`src/sv/clib_pkg.sv`:
```
// console line input buffer: shared types and character constants
// no dependencies; imported by clib_ctrl, clib_out and the top level
package clib_pkg;

  localparam logic [7:0] CH_BS     = 8'h08;
  localparam logic [7:0] CH_DEL    = 8'h7f;
  localparam logic [7:0] CH_CTRL_P = 8'h10;
  localparam logic [7:0] CH_TILDE  = 8'h7e;
  localparam logic [7:0] CH_CR     = 8'h0d;
  localparam logic [7:0] CH_LF     = 8'h0a;
  localparam logic [7:0] CH_SPACE  = 8'h20;
  localparam logic [7:0] CH_BELL   = 8'h07;

  localparam int IN_TDATA_W  = 16;
  localparam int OUT_TDATA_W = 16;

  typedef enum logic [1:0] {
    KIND_ECHO    = 2'd0,
    KIND_DELIVER = 2'd1,
    KIND_EMPTY   = 2'd2
  } out_kind_t;

  typedef enum logic [1:0] {
    JOB_ECHO,
    JOB_ERASE,
    JOB_DELIVER,
    JOB_EMPTY
  } job_kind_t;

  typedef enum logic [1:0] {
    ERASE_BS0,
    ERASE_SPACE,
    ERASE_BS1,
    ERASE_BELL
  } erase_step_t;

  typedef struct packed {
    logic      valid;
    job_kind_t kind;
    logic [7:0] data;
    logic      line_ready;
  } job_req_t;

endpackage

```
`src/sv/clib_ring.sv`:
```
// console line input buffer: byte ring storage
// single write port, single read port with registered read data; no package use
module clib_ring #(
  parameter int DEPTH = 128,
  parameter int AW    = 7
) (
  input  logic          clk,
  input  logic          wr_en,
  input  logic [AW-1:0] wr_addr,
  input  logic [7:0]    wr_data,
  input  logic          rd_en,
  input  logic [AW-1:0] rd_addr,
  output logic [7:0]    rd_data
);

  logic [7:0] ring_mem_r [DEPTH];
  logic [7:0] rd_data_r;

  always_ff @(posedge clk) begin
    if (wr_en) begin
      ring_mem_r[wr_addr] <= wr_data;
    end
    if (rd_en) begin
      rd_data_r <= ring_mem_r[rd_addr];
    end
  end

  assign rd_data = rd_data_r;

endmodule

```
`src/sv/clib_ctrl.sv`:
```
// console line input buffer: request decode, ring pointers, mode register
// uses clib_pkg; drives clib_ring ports and hands jobs to clib_out
module clib_ctrl #(
  parameter int DEPTH = 128,
  parameter int AW    = 7
) (
  input  logic                clk,
  input  logic                rst_n,
  input  logic                cfg_wr_en,
  input  logic                cfg_wr_data,
  input  logic                accept,
  input  logic                req_op,
  input  logic [7:0]          req_byte,
  output logic                wr_en,
  output logic [AW-1:0]       wr_addr,
  output logic [7:0]          wr_data,
  output logic                rd_en,
  output logic [AW-1:0]       rd_addr,
  output clib_pkg::job_req_t  job
);
  import clib_pkg::*;

  localparam logic [AW-1:0] LAST_IDX = AW'(DEPTH - 1);

  logic          cr_drop_r;
  logic [AW-1:0] head_idx_r, head_idx_nxt;
  logic          head_wrap_r, head_wrap_nxt;
  logic [AW-1:0] tail_idx_r, tail_idx_nxt;
  logic          tail_wrap_r, tail_wrap_nxt;

  logic       ring_empty;
  logic       ring_full;
  logic [7:0] eff_byte;
  logic       is_erase;
  logic       is_swallow;

  assign ring_empty = (head_idx_r == tail_idx_r) && (head_wrap_r == tail_wrap_r);
  assign ring_full  = (head_idx_r == tail_idx_r) && (head_wrap_r != tail_wrap_r);
  assign is_erase   = (req_byte == CH_BS) || (req_byte == CH_DEL);
  assign is_swallow = (req_byte == CH_CTRL_P) || (req_byte == CH_TILDE) ||
                      ((req_byte == CH_CR) && cr_drop_r);
  assign eff_byte   = (req_byte == CH_CR) ? CH_LF : req_byte;

  always_comb begin
    head_idx_nxt   = head_idx_r;
    head_wrap_nxt  = head_wrap_r;
    tail_idx_nxt   = tail_idx_r;
    tail_wrap_nxt  = tail_wrap_r;
    wr_en          = 1'b0;
    wr_addr        = head_idx_r;
    wr_data        = eff_byte;
    rd_en          = 1'b0;
    rd_addr        = tail_idx_r;
    job.valid      = 1'b0;
    job.kind       = JOB_ECHO;
    job.data       = eff_byte;
    job.line_ready = (eff_byte == CH_LF);
    if (accept) begin
      if (req_op) begin
        job.valid = 1'b1;
        if (ring_empty) begin
          job.kind = JOB_EMPTY;
        end else begin
          job.kind = JOB_DELIVER;
          rd_en    = 1'b1;
          if (tail_idx_r == LAST_IDX) begin
            tail_idx_nxt  = '0;
            tail_wrap_nxt = ~tail_wrap_r;
          end else begin
            tail_idx_nxt = tail_idx_r + AW'(1);
          end
        end
      end else if (is_erase) begin
        if (!ring_empty) begin
          job.valid = 1'b1;
          job.kind  = JOB_ERASE;
          if (head_idx_r == '0) begin
            head_idx_nxt  = LAST_IDX;
            head_wrap_nxt = ~head_wrap_r;
          end else begin
            head_idx_nxt = head_idx_r - AW'(1);
          end
        end
      end else if (!is_swallow && !ring_full) begin
        job.valid = 1'b1;
        job.kind  = JOB_ECHO;
        wr_en     = 1'b1;
        if (head_idx_r == LAST_IDX) begin
          head_idx_nxt  = '0;
          head_wrap_nxt = ~head_wrap_r;
        end else begin
          head_idx_nxt = head_idx_r + AW'(1);
        end
      end
    end
  end

  always_ff @(posedge clk) begin
    if (!rst_n) begin
      cr_drop_r   <= 1'b0;
      head_idx_r  <= '0;
      head_wrap_r <= 1'b0;
      tail_idx_r  <= '0;
      tail_wrap_r <= 1'b0;
    end else begin
      if (cfg_wr_en) begin
        cr_drop_r <= cfg_wr_data;
      end
      head_idx_r  <= head_idx_nxt;
      head_wrap_r <= head_wrap_nxt;
      tail_idx_r  <= tail_idx_nxt;
      tail_wrap_r <= tail_wrap_nxt;
    end
  end

endmodule

```
`src/sv/clib_out.sv`:
```
// console line input buffer: result sequencer and output register
// uses clib_pkg; takes jobs from clib_ctrl and read data from clib_ring
module clib_out (
  input  logic                clk,
  input  logic                rst_n,
  input  clib_pkg::job_req_t  job,
  input  logic [7:0]          rd_data,
  output logic                free,
  output logic                out_tvalid,
  input  logic                out_tready,
  output logic [15:0]         out_tdata,
  output logic [1:0]          out_tuser,
  output logic                out_tlast
);
  import clib_pkg::*;

  logic        busy_r;
  job_kind_t   kind_r;
  logic [7:0]  byte_r;
  logic        lr_r;
  erase_step_t step_r;

  logic        fire;
  logic [7:0]  res_byte;
  logic        res_lr;
  out_kind_t   res_kind;
  logic        res_last;

  always_comb begin
    res_kind = KIND_ECHO;
    res_byte = byte_r;
    res_lr   = 1'b0;
    res_last = 1'b1;
    unique case (kind_r)
      JOB_ECHO: begin
        res_lr = lr_r;
      end
      JOB_ERASE: begin
        res_last = (step_r == ERASE_BELL);
        unique case (step_r)
          ERASE_BS0:   res_byte = CH_BS;
          ERASE_SPACE: res_byte = CH_SPACE;
          ERASE_BS1:   res_byte = CH_BS;
          ERASE_BELL:  res_byte = CH_BELL;
          default:     res_byte = CH_BS;
        endcase
      end
      JOB_DELIVER: begin
        res_kind = KIND_DELIVER;
        res_byte = rd_data;
      end
      JOB_EMPTY: begin
        res_kind = KIND_EMPTY;
        res_byte = '0;
      end
      default: res_byte = byte_r;
    endcase
  end

  assign out_tvalid = busy_r;
  assign out_tdata  = {7'd0, res_lr, res_byte};
  assign out_tuser  = res_kind;
  assign out_tlast  = res_last;
  assign fire       = busy_r && out_tready;
  assign free       = !busy_r || (fire && res_last);

  always_ff @(posedge clk) begin
    if (!rst_n) begin
      busy_r <= 1'b0;
      step_r <= ERASE_BS0;
      kind_r <= JOB_ECHO;
    end else if (job.valid) begin
      busy_r <= 1'b1;
      kind_r <= job.kind;
      step_r <= ERASE_BS0;
    end else if (fire && res_last) begin
      busy_r <= 1'b0;
    end else if (fire) begin
      step_r <= erase_step_t'(step_r + 2'd1);
    end
  end

  always_ff @(posedge clk) begin
    if (job.valid) begin
      byte_r <= job.data;
      lr_r   <= job.line_ready;
    end
  end

endmodule

```
`src/sv/console_line_input_buffer_top.sv`:
```
// console line input buffer: top level
// uses clib_pkg, clib_ring, clib_ctrl, clib_out
//
// Input channel in_*: one request per transfer, either a received terminal
// byte or a reader request for one buffered byte. Result channel out_*:
// echo bytes, delivered bytes and empty reports; out_tlast closes the
// results of one request. A plain byte gives one echo, a backspace or
// delete on a non-empty ring gives four echoes, a reader request gives one
// delivered byte or one empty report; swallowed, dropped and overflowing
// bytes give nothing.
// The first result is registered and shows in the cycle after the request
// is taken. The result sequencer drains one result per cycle while the
// receiver is ready; the next request is taken in the cycle the last
// result of the previous one leaves.
// The ring sits in one memory with a registered read; pointers and the mode
// register live in flip-flops. Reset empties the ring at once and clears
// the carriage return mode to newline mapping; no clearing pass is needed.
// A stalled receiver holds the current result and blocks new requests.
module console_line_input_buffer_top #(
  parameter int BUF_DEPTH = 128
) (
  input  logic                            clk,
  input  logic                            rst_n,
  input  logic                            cfg_wr_en,
  input  logic                            cfg_wr_data,   // cr_drop_mode
  input  logic                            in_tvalid,
  output logic                            in_tready,
  input  logic [clib_pkg::IN_TDATA_W-1:0] in_tdata,      // operation, rx_byte, zero fill
  output logic                            out_tvalid,
  input  logic                            out_tready,
  output logic [clib_pkg::OUT_TDATA_W-1:0] out_tdata,    // out_byte, line_ready, zero fill
  output logic [1:0]                      out_tuser,     // out_kind
  output logic                            out_tlast
);
  import clib_pkg::*;

  localparam int AW = (BUF_DEPTH > 1) ? $clog2(BUF_DEPTH) : 1;

  logic          accept;
  logic          free;
  logic          wr_en;
  logic [AW-1:0] wr_addr;
  logic [7:0]    wr_data;
  logic          rd_en;
  logic [AW-1:0] rd_addr;
  logic [7:0]    rd_data;
  job_req_t      job;

  assign in_tready = free;
  assign accept    = in_tvalid && free;

  clib_ctrl #(
    .DEPTH (BUF_DEPTH),
    .AW    (AW)
  ) u_ctrl (
    .clk         (clk),
    .rst_n       (rst_n),
    .cfg_wr_en   (cfg_wr_en),
    .cfg_wr_data (cfg_wr_data),
    .accept      (accept),
    .req_op      (in_tdata[0]),
    .req_byte    (in_tdata[8:1]),
    .wr_en       (wr_en),
    .wr_addr     (wr_addr),
    .wr_data     (wr_data),
    .rd_en       (rd_en),
    .rd_addr     (rd_addr),
    .job         (job)
  );

  clib_ring #(
    .DEPTH (BUF_DEPTH),
    .AW    (AW)
  ) u_ring (
    .clk     (clk),
    .wr_en   (wr_en),
    .wr_addr (wr_addr),
    .wr_data (wr_data),
    .rd_en   (rd_en),
    .rd_addr (rd_addr),
    .rd_data (rd_data)
  );

  clib_out u_out (
    .clk        (clk),
    .rst_n      (rst_n),
    .job        (job),
    .rd_data    (rd_data),
    .free       (free),
    .out_tvalid (out_tvalid),
    .out_tready (out_tready),
    .out_tdata  (out_tdata),
    .out_tuser  (out_tuser),
    .out_tlast  (out_tlast)
  );

endmodule

```
`config.mk`:
```
export PLATFORM = sky130hd
export DESIGN_NAME = console_line_input_buffer_top
export DESIGN_NICKNAME = d
export VERILOG_FILES = /design/src/sv/clib_pkg.sv /design/src/sv/clib_ring.sv /design/src/sv/clib_ctrl.sv /design/src/sv/clib_out.sv /design/src/sv/console_line_input_buffer_top.sv
export SDC_FILE = /design/constraint.sdc
export NUM_CORES = 1
export LEC_CHECK = 0
export BUFFER_PORTS_ARGS = -buffer_cell sky130_fd_sc_hd__buf_4
export CORE_MARGIN = 1
export CORE_UTILIZATION = 30
export CTS_BUF_LIST = sky130_fd_sc_hd__clkbuf_4 sky130_fd_sc_hd__clkbuf_8
export CTS_CLUSTER_DIAMETER = 120
export DETAILED_ROUTE_END_ITERATION = 8
export GPL_ROUTABILITY_DRIVEN = 0
export GPL_TIMING_DRIVEN = 0
export PLACE_DENSITY = 0.53
export SETUP_SLACK_MARGIN = 0.5
export SYNTH_ARGS = -nofsm -noshare
export SYNTH_HDL_FRONTEND = slang
export SYNTH_SLANG_ARGS = --single-unit
```
`constraint.sdc`:
```
create_clock -name clk -period 4.56 [get_ports clk]
set_input_delay 0.228 -clock clk [delete_from_list [all_inputs] [get_ports clk]]
set_output_delay 0.228 -clock clk [all_outputs]
set_load 0.1 [all_outputs]
```
# ---- Word level (Yosys, flattened, before mapping)
# Memory sizes are Yosys's and may differ from the RTL's. A register that Yosys moved wholly into a read port is not among the register bits.
# Cells that the tools add are included.
dict set report word_totals {
  register_bits 31
  mem_bits_rw 1024
  word_cells 101
  n_memories 1
}
dict set report classes {
  n_addsub 4
  eq_ne 19
  muxes 34
  bitwise_logic 6
  n_reduce_logical 27
}
# memory depth width rd rd_ports_with_merged_regs write_ports line_no
set mem_list {}
lappend mem_list {u_ring.ring_mem_r 128 8 1 1 1 clib_ring.sv:16} ;# logic [7:0] ring_mem_r [DEPTH];
# cell count
set ops {}
lappend ops {{case mux 8 bit (3 select lines)} 2}
lappend ops {{two-way mux 7 bit} 6}
lappend ops {{== test 8 x 4 -> 1 bit (second input constant)} 3}
lappend ops {{two-way mux 1 bit} 19}
lappend ops {{== test 8 x 7 -> 1 bit (second input constant)} 2}
lappend ops {{two-way mux 3 bit} 5}
lappend ops {{adder 7 x 1 -> 7 bit (second input constant)} 2}
lappend ops {{== test 7 bit (second input constant)} 2}
lappend ops {{== test 2 bit (second input constant)} 4}
lappend ops {{== test 8 x 5 -> 1 bit (second input constant)} 1}
lappend ops {{two-way mux 8 bit} 1}
lappend ops {{AND reduction 4 bit} 2}
lappend ops {{== test 7 bit} 1}
lappend ops {{logical AND 1 bit} 7}
lappend ops {{zero test 7 bit} 1}
lappend ops {{subtractor 7 x 1 -> 7 bit (second input constant)} 1}
lappend ops {{inverter 1 bit} 6}
lappend ops {{AND reduction 6 bit} 1}
lappend ops {{nonzero test 2 bit} 3}
lappend ops {{== test 2 x 1 -> 1 bit (second input constant)} 2}
lappend ops {{zero test 2 bit} 2}
lappend ops {{logical OR 1 bit} 4}
lappend ops {{inequality test 2 bit (second input constant)} 2}
lappend ops {{case mux 2 bit (2 select lines)} 1}
lappend ops {{7 further kinds} 10}

# ---- Logic depth before layout (Yosys ltp)
dict set report depth {
  word_depth 11
  ltp_mapped 11
  mapped_depth_nobuf 8
}

# ---- Modules after synthesis
# Synthesis repeated with hierarchy kept, for this count alone.
dict set report unflattened {
  hier_cells 1893
  area_unflattened_um2 41926.5
}
# mod n_inst cells_per_inst area_per_inst_um2 seq_area_each_um2
set modules_own_cells {}
lappend modules_own_cells {clib_ring 1 1635 39745.6 30989.7}
lappend modules_own_cells {clib_ctrl 1 184 1401.3 340.3}
lappend modules_own_cells {clib_out 1 73 773.2 370.4}
lappend modules_own_cells {console_line_input_buffer_top 1 1 6.3 0.0}

# ---- Worst setup path after synthesis
# No wires, ideal clock.
dict set report synth_timing {
  path_type {input -> register}
  from {in in_tdata[3] in the netlist's numbering}
  to {reg u_out.byte_r[0] (data pin)}
  setup_time_ps 833
  arrival_time_ps 3811
  required_ps 3727
  slack_ps -85
  stages 4
  n_path_buf 1
  path_cell_list {clkbuf_1 nand2_1 nor4_1 nor2b_1}
}
# element line_no
set synth_lines {}
lappend synth_lines {{start, declared} console_line_input_buffer_top.sv:28} ;# input logic [clib_pkg::IN_TDATA_W-1:0] in_tdata,
lappend synth_lines {{end signal, assigned} clib_out.sv:85} ;# byte_r <= job.data;
lappend synth_lines {{end, declared} clib_out.sv:19} ;# logic [7:0] byte_r;

# ---- Final worst setup path
dict set report layout_timing {
  from {reg u_ctrl.tail_idx_r[3], in the netlist u_ctrl.rd_addr[3]}
  to {reg u_ring.rd_data_r[3], in the netlist u_ring.rd_data[3], read port of u_ring.ring_mem_r (data pin)}
}
dict set report layout_via {
  elab_chain_cells 5
}
# element line_no
set layout_rtl {}
lappend layout_rtl {{start, declared} clib_ctrl.sv:28} ;# logic [AW-1:0] tail_idx_r, tail_idx_nxt;
lappend layout_rtl {{start signal, assigned} clib_ctrl.sv:111} ;# tail_idx_r <= tail_idx_nxt;
lappend layout_rtl {{== test 7 bit} clib_ctrl.sv:37} ;# assign ring_empty = (head_idx_r == tail_idx_r) && (head_wrap_r == tail_wrap_r);
lappend layout_rtl {{logical AND 1 bit} clib_ctrl.sv:37}
lappend layout_rtl {{two-way mux 1 bit} clib_ctrl.sv:61} ;# if (ring_empty) begin
lappend layout_rtl {{two-way mux 1 bit} clib_ctrl.sv:59} ;# if (req_op) begin
lappend layout_rtl {{two-way mux 1 bit} clib_ctrl.sv:58} ;# if (accept) begin
lappend layout_rtl {{end, declared} clib_ring.sv:17} ;# logic [7:0] rd_data_r;
# Several ways; a longest one is shown, not always the timed one.
# A chain may end at the register's enable or synchronous reset.

==> impl_metrics.tcl <==
set metrics [dict create \
    cp_num_buf_inv 2 \
    cts_tree "built" \
    crit_chain "buf_2 > and2_1 > clkbuf_1 > nand2b_1 > o221ai_1 > a211oi_1 > a2111oi_1 > o32a_1" \
    worst-endpoint-arrival_ns 4.90 \
    tightestPinTransition_ns 1.474 \
    yosysSeqAreaShare_pct 74.91 \
    cts_buffer_depth 3 \
    grt_overflow 0 \
    io_buffers 25 \
    syn-cell-area_mm2 0.04232 \
    p_seq_share_pct 53.8 \
    synthArstFlopShare_pct 0 \
    ir_worst_vdd_uv 243.7 \
    required_ns 5.24 \
    grtUsageMet1_pct 25.65 \
    nets 2464 \
    drc 0 \
    skew_ns 0.04264 \
    netlist-cell-type-count 71 \
    drtPass1Iterations 6 \
    hold_viol 0 \
    vias 23970 \
    tns_ns 0 \
    layout-drive-gt1-share_pct 25.74 \
    post-route-period-util_pct 92.47 \
    grt_usage_pct 19.07 \
    clk_latency_ns 0.87 \
    die_area_mm2 0.1426 \
    ys_warn_count 0 \
    synth_ff_type "edfxtp_1" \
    chipWidth_um 377.6 \
    root_buffer "clkbuf_8" \
    wirelength_mm 136.9 \
    drt-wirelength-per-cell_um 30.77 \
    io_pins 43 \
    switching_share_pct 23.58 \
    cts.reportedPaths.clkPinSlew_ns 0.06 \
    hpwlAfterDp_mm 91.88 \
    fmax_ghz 0.2372 \
    stdcell_area_mm2 0.04883 \
    p_total_mw 20.00 \
    dieHeight_um 377.6 \
    slowest_delay_ns 0.91 \
    synth_edf_count 1041 \
    cp_max_fo 10 \
    numClockSinks 1063 \
    p_sw_mw 4.717 \
    netlist_top_cells_count "edfxtp_1 (1041), mux4_2 (206), nor2_1 (162)" \
    yosysTopAreaCell "edfxtp_1" \
    antenna_found_initial 9 \
    netlist.area_leader.share_pct 73.87 \
    busiest_layer "met2" \
    leakagePower_nw 14.69 \
    combPwrFrac_pct 5.8 \
    postSynthAreaPerCell_um2 19.20 \
    grt_pass1_vias 23650 \
    antenna_left 0 \
    clkPwrFrac_pct 40.4 \
    cp_top_family "compound AO/OA/AOI/OAI gates" \
    post-place-ws_ns -0.008387 \
    max-cap-violations 1 \
    p_int_mw 15.28 \
    h-tree-depth 4 \
    slew_viol_final 1 \
    syn_inst 2204 \
    finalCriticalPeriod_ns 4.216 \
    fin_ws_ns 0.3435 \
    violations "capacitance limit, slew limit" \
    numCtsBuffers 169 \
    viasPerCell 5.388 \
    setup_viol 0 \
    synth_most_common_cell "edfxtp_1" \
    power_density_mw_per_mm2 409.6 \
    core-area_mm2 0.1397 \
    worstSetupPathType "flip-flop to flip-flop" \
    multi_input_area_mm2 0.009946 \
    grt_pass1_wl_mm 187.4 \
    fill_cells 13090 \
    use_met2_pct 30.08 \
    min_path_type "input port to flip-flop" \
    status "finished, violations left" \
    relSlewSlack_pct -0.8105 \
    yosys-top-cells-area "edfxtp_1 (74%), mux4_2 (11%), mux2i_1 (3.1%)" \
    yosys_register_bits 1063 \
    start_util_pct 30.29 \
    row_count 137 \
    ff_latch_area_mm2 0.03170 \
    grtUsageMet3_pct 4.025 \
    grt_start_max_net_pins 82 \
    syn2layout_area_growth_pct 15.40 \
    setup.worst_path.start_class "flip-flop" \
    crit_slowest_cell "a2111oi_1" \
    placed_area_mm2 0.04523 \
    drt_iter0_markers 3591 \
    rsz0062_at_grt "true" \
    crit_path_end_kind "flip-flop" \
]
-- power by group through the flow --
stage	Clock, mW	Combinational [mW]	Sequential (mW)
floorplan	0	0.658	11.0
global placement	0	1.07	11.0
detailed placement	0	1.13	11.0
CTS	8.15	1.14	10.8
global route	8.54	1.19	10.8
finish	8.08	1.16	10.8
-- state kept, by name (all words and copies together) (netlist names) --
signal,flops
u_out.out_tvalid,1
u_out.byte_r,8
u_out.kind_r,2
u_out.step_r,2
u_out.lr_r,1
u_ctrl.tail_wrap_r,1
u_ctrl.cr_drop_r,1
u_ctrl.wr_addr,7
u_ring.rd_data,8
u_ctrl.rd_addr,7
u_ctrl.head_wrap_r,1
u_ring.ring_mem_r,1024
-- worst min-delay path, delay by kind of cell --
family	cells	cell delay [ns]
buffers and inverters	1	0.13
AO/OA/AOI/OAI	1	0.09
AND/OR/NAND/NOR	2	0.37
multiplexers	1	0.12
-- repair_timing --
action,in CTS,in global routing
setup endpoints to repair,8,86
endpoints found under the hold margin,65,0
pin swaps,1,0
gates resized for setup,35,19
setup buffers,0,0
hold buffers,15,0
-- cell families after synthesis --
group           Yosys count  share of synthesized area, %
other cells               1                      0.008862
flops                  1063                         74.91
fa+ha+maj                 7                        0.2070
xor+xnor                 15                        0.3105
buf+inv                 154                         1.898
simple gates            378                         4.137
compound gates          232                         4.009
mux                     354                         14.52
-- cell type report --
class	instances	share of cell area [%]
flip-flops and latches	1063	64.92
multi-input cells	993	20.37
clock buffers	220	5.586
well taps	1876	4.807
plain buffers	142	1.714
repair buffers	54	1.322
clock inverters	88	1.186
inverters	12	0.09224
diodes	1	0.005125
-- worst paths after layout --
path	cells after the start	end	from	slack (ns)
setup / recovery	8	u_ring.rd_data[3]	u_ctrl.rd_addr[3]	0.34
hold / removal	5	u_ctrl.head_wrap_r	in_tdata[4]	0.12
setup reg to reg	8	u_ring.rd_data[3]	u_ctrl.rd_addr[3]	0.34
hold reg to reg	2	u_ctrl.tail_wrap_r	u_ctrl.tail_wrap_r	0.52
-- cells in the final DEF (no fill, tap or decap), types with 8 or more instances in the layout --
cell type | synthesis | final
clkbuf_1 | 46 | 37
nor2_1 | 162 | 147
buf_2 | 57 | 43
clkbuf_8 | 0 | 172
o22ai_1 | 13 | 13
a22o_1 | 9 | 9
clkbuf_4 | 0 | 57
and2_1 | 9 | 9
buf_4 | 27 | 64
nor2b_1 | 22 | 18
dlygate4sd3_1 | 0 | 15
xor2_1 | 12 | 12
dfxtp_1 | 22 | 22
nand2_1 | 93 | 92
edfxtp_1 | 1041 | 1041
inv_1 | 10 | 10
a2111oi_0 | 17 | 9
mux2_2 | 17 | 17
clkinv_2 | 0 | 19
clkinv_1 | 1 | 51
a211oi_1 | 20 | 19
nand2b_1 | 10 | 10
mux2i_1 | 131 | 129
o221ai_1 | 14 | 14
mux4_2 | 206 | 206
a21oi_1 | 32 | 32
a22oi_1 | 31 | 31
nand3_1 | 12 | 12
a31oi_1 | 8 | 8
a221oi_1 | 10 | 9
nor4_1 | 10 | 10
o21ai_0 | 27 | 27
nor2_2 | 0 | 15
and3_1 | 8 | 8
nor3_1 | 14 | 14
-- through the flow --
step | instances | hold slack, ns | util (%)
detailed placement | 4125 | 0.4948 | 32.37
finish | 4449 | 0.1217 | 34.95
global route | 4449 | 0.1194 | 34.95
floorplan | 2210 | 0.3752 | -
CTS | 4448 | 0.03582 | 34.92
global placement | 4111 | 0.4944 | 32.12
-- metal layers --
layer / wire length (um) / up-vias
met1: 55260 / 12590
met3: 13050 / 293
met4: 5181 / 4
met2: 63380 / 1566
li1: - / 9518
met5: 22 / -
Power figures use the tool's default switching activity.
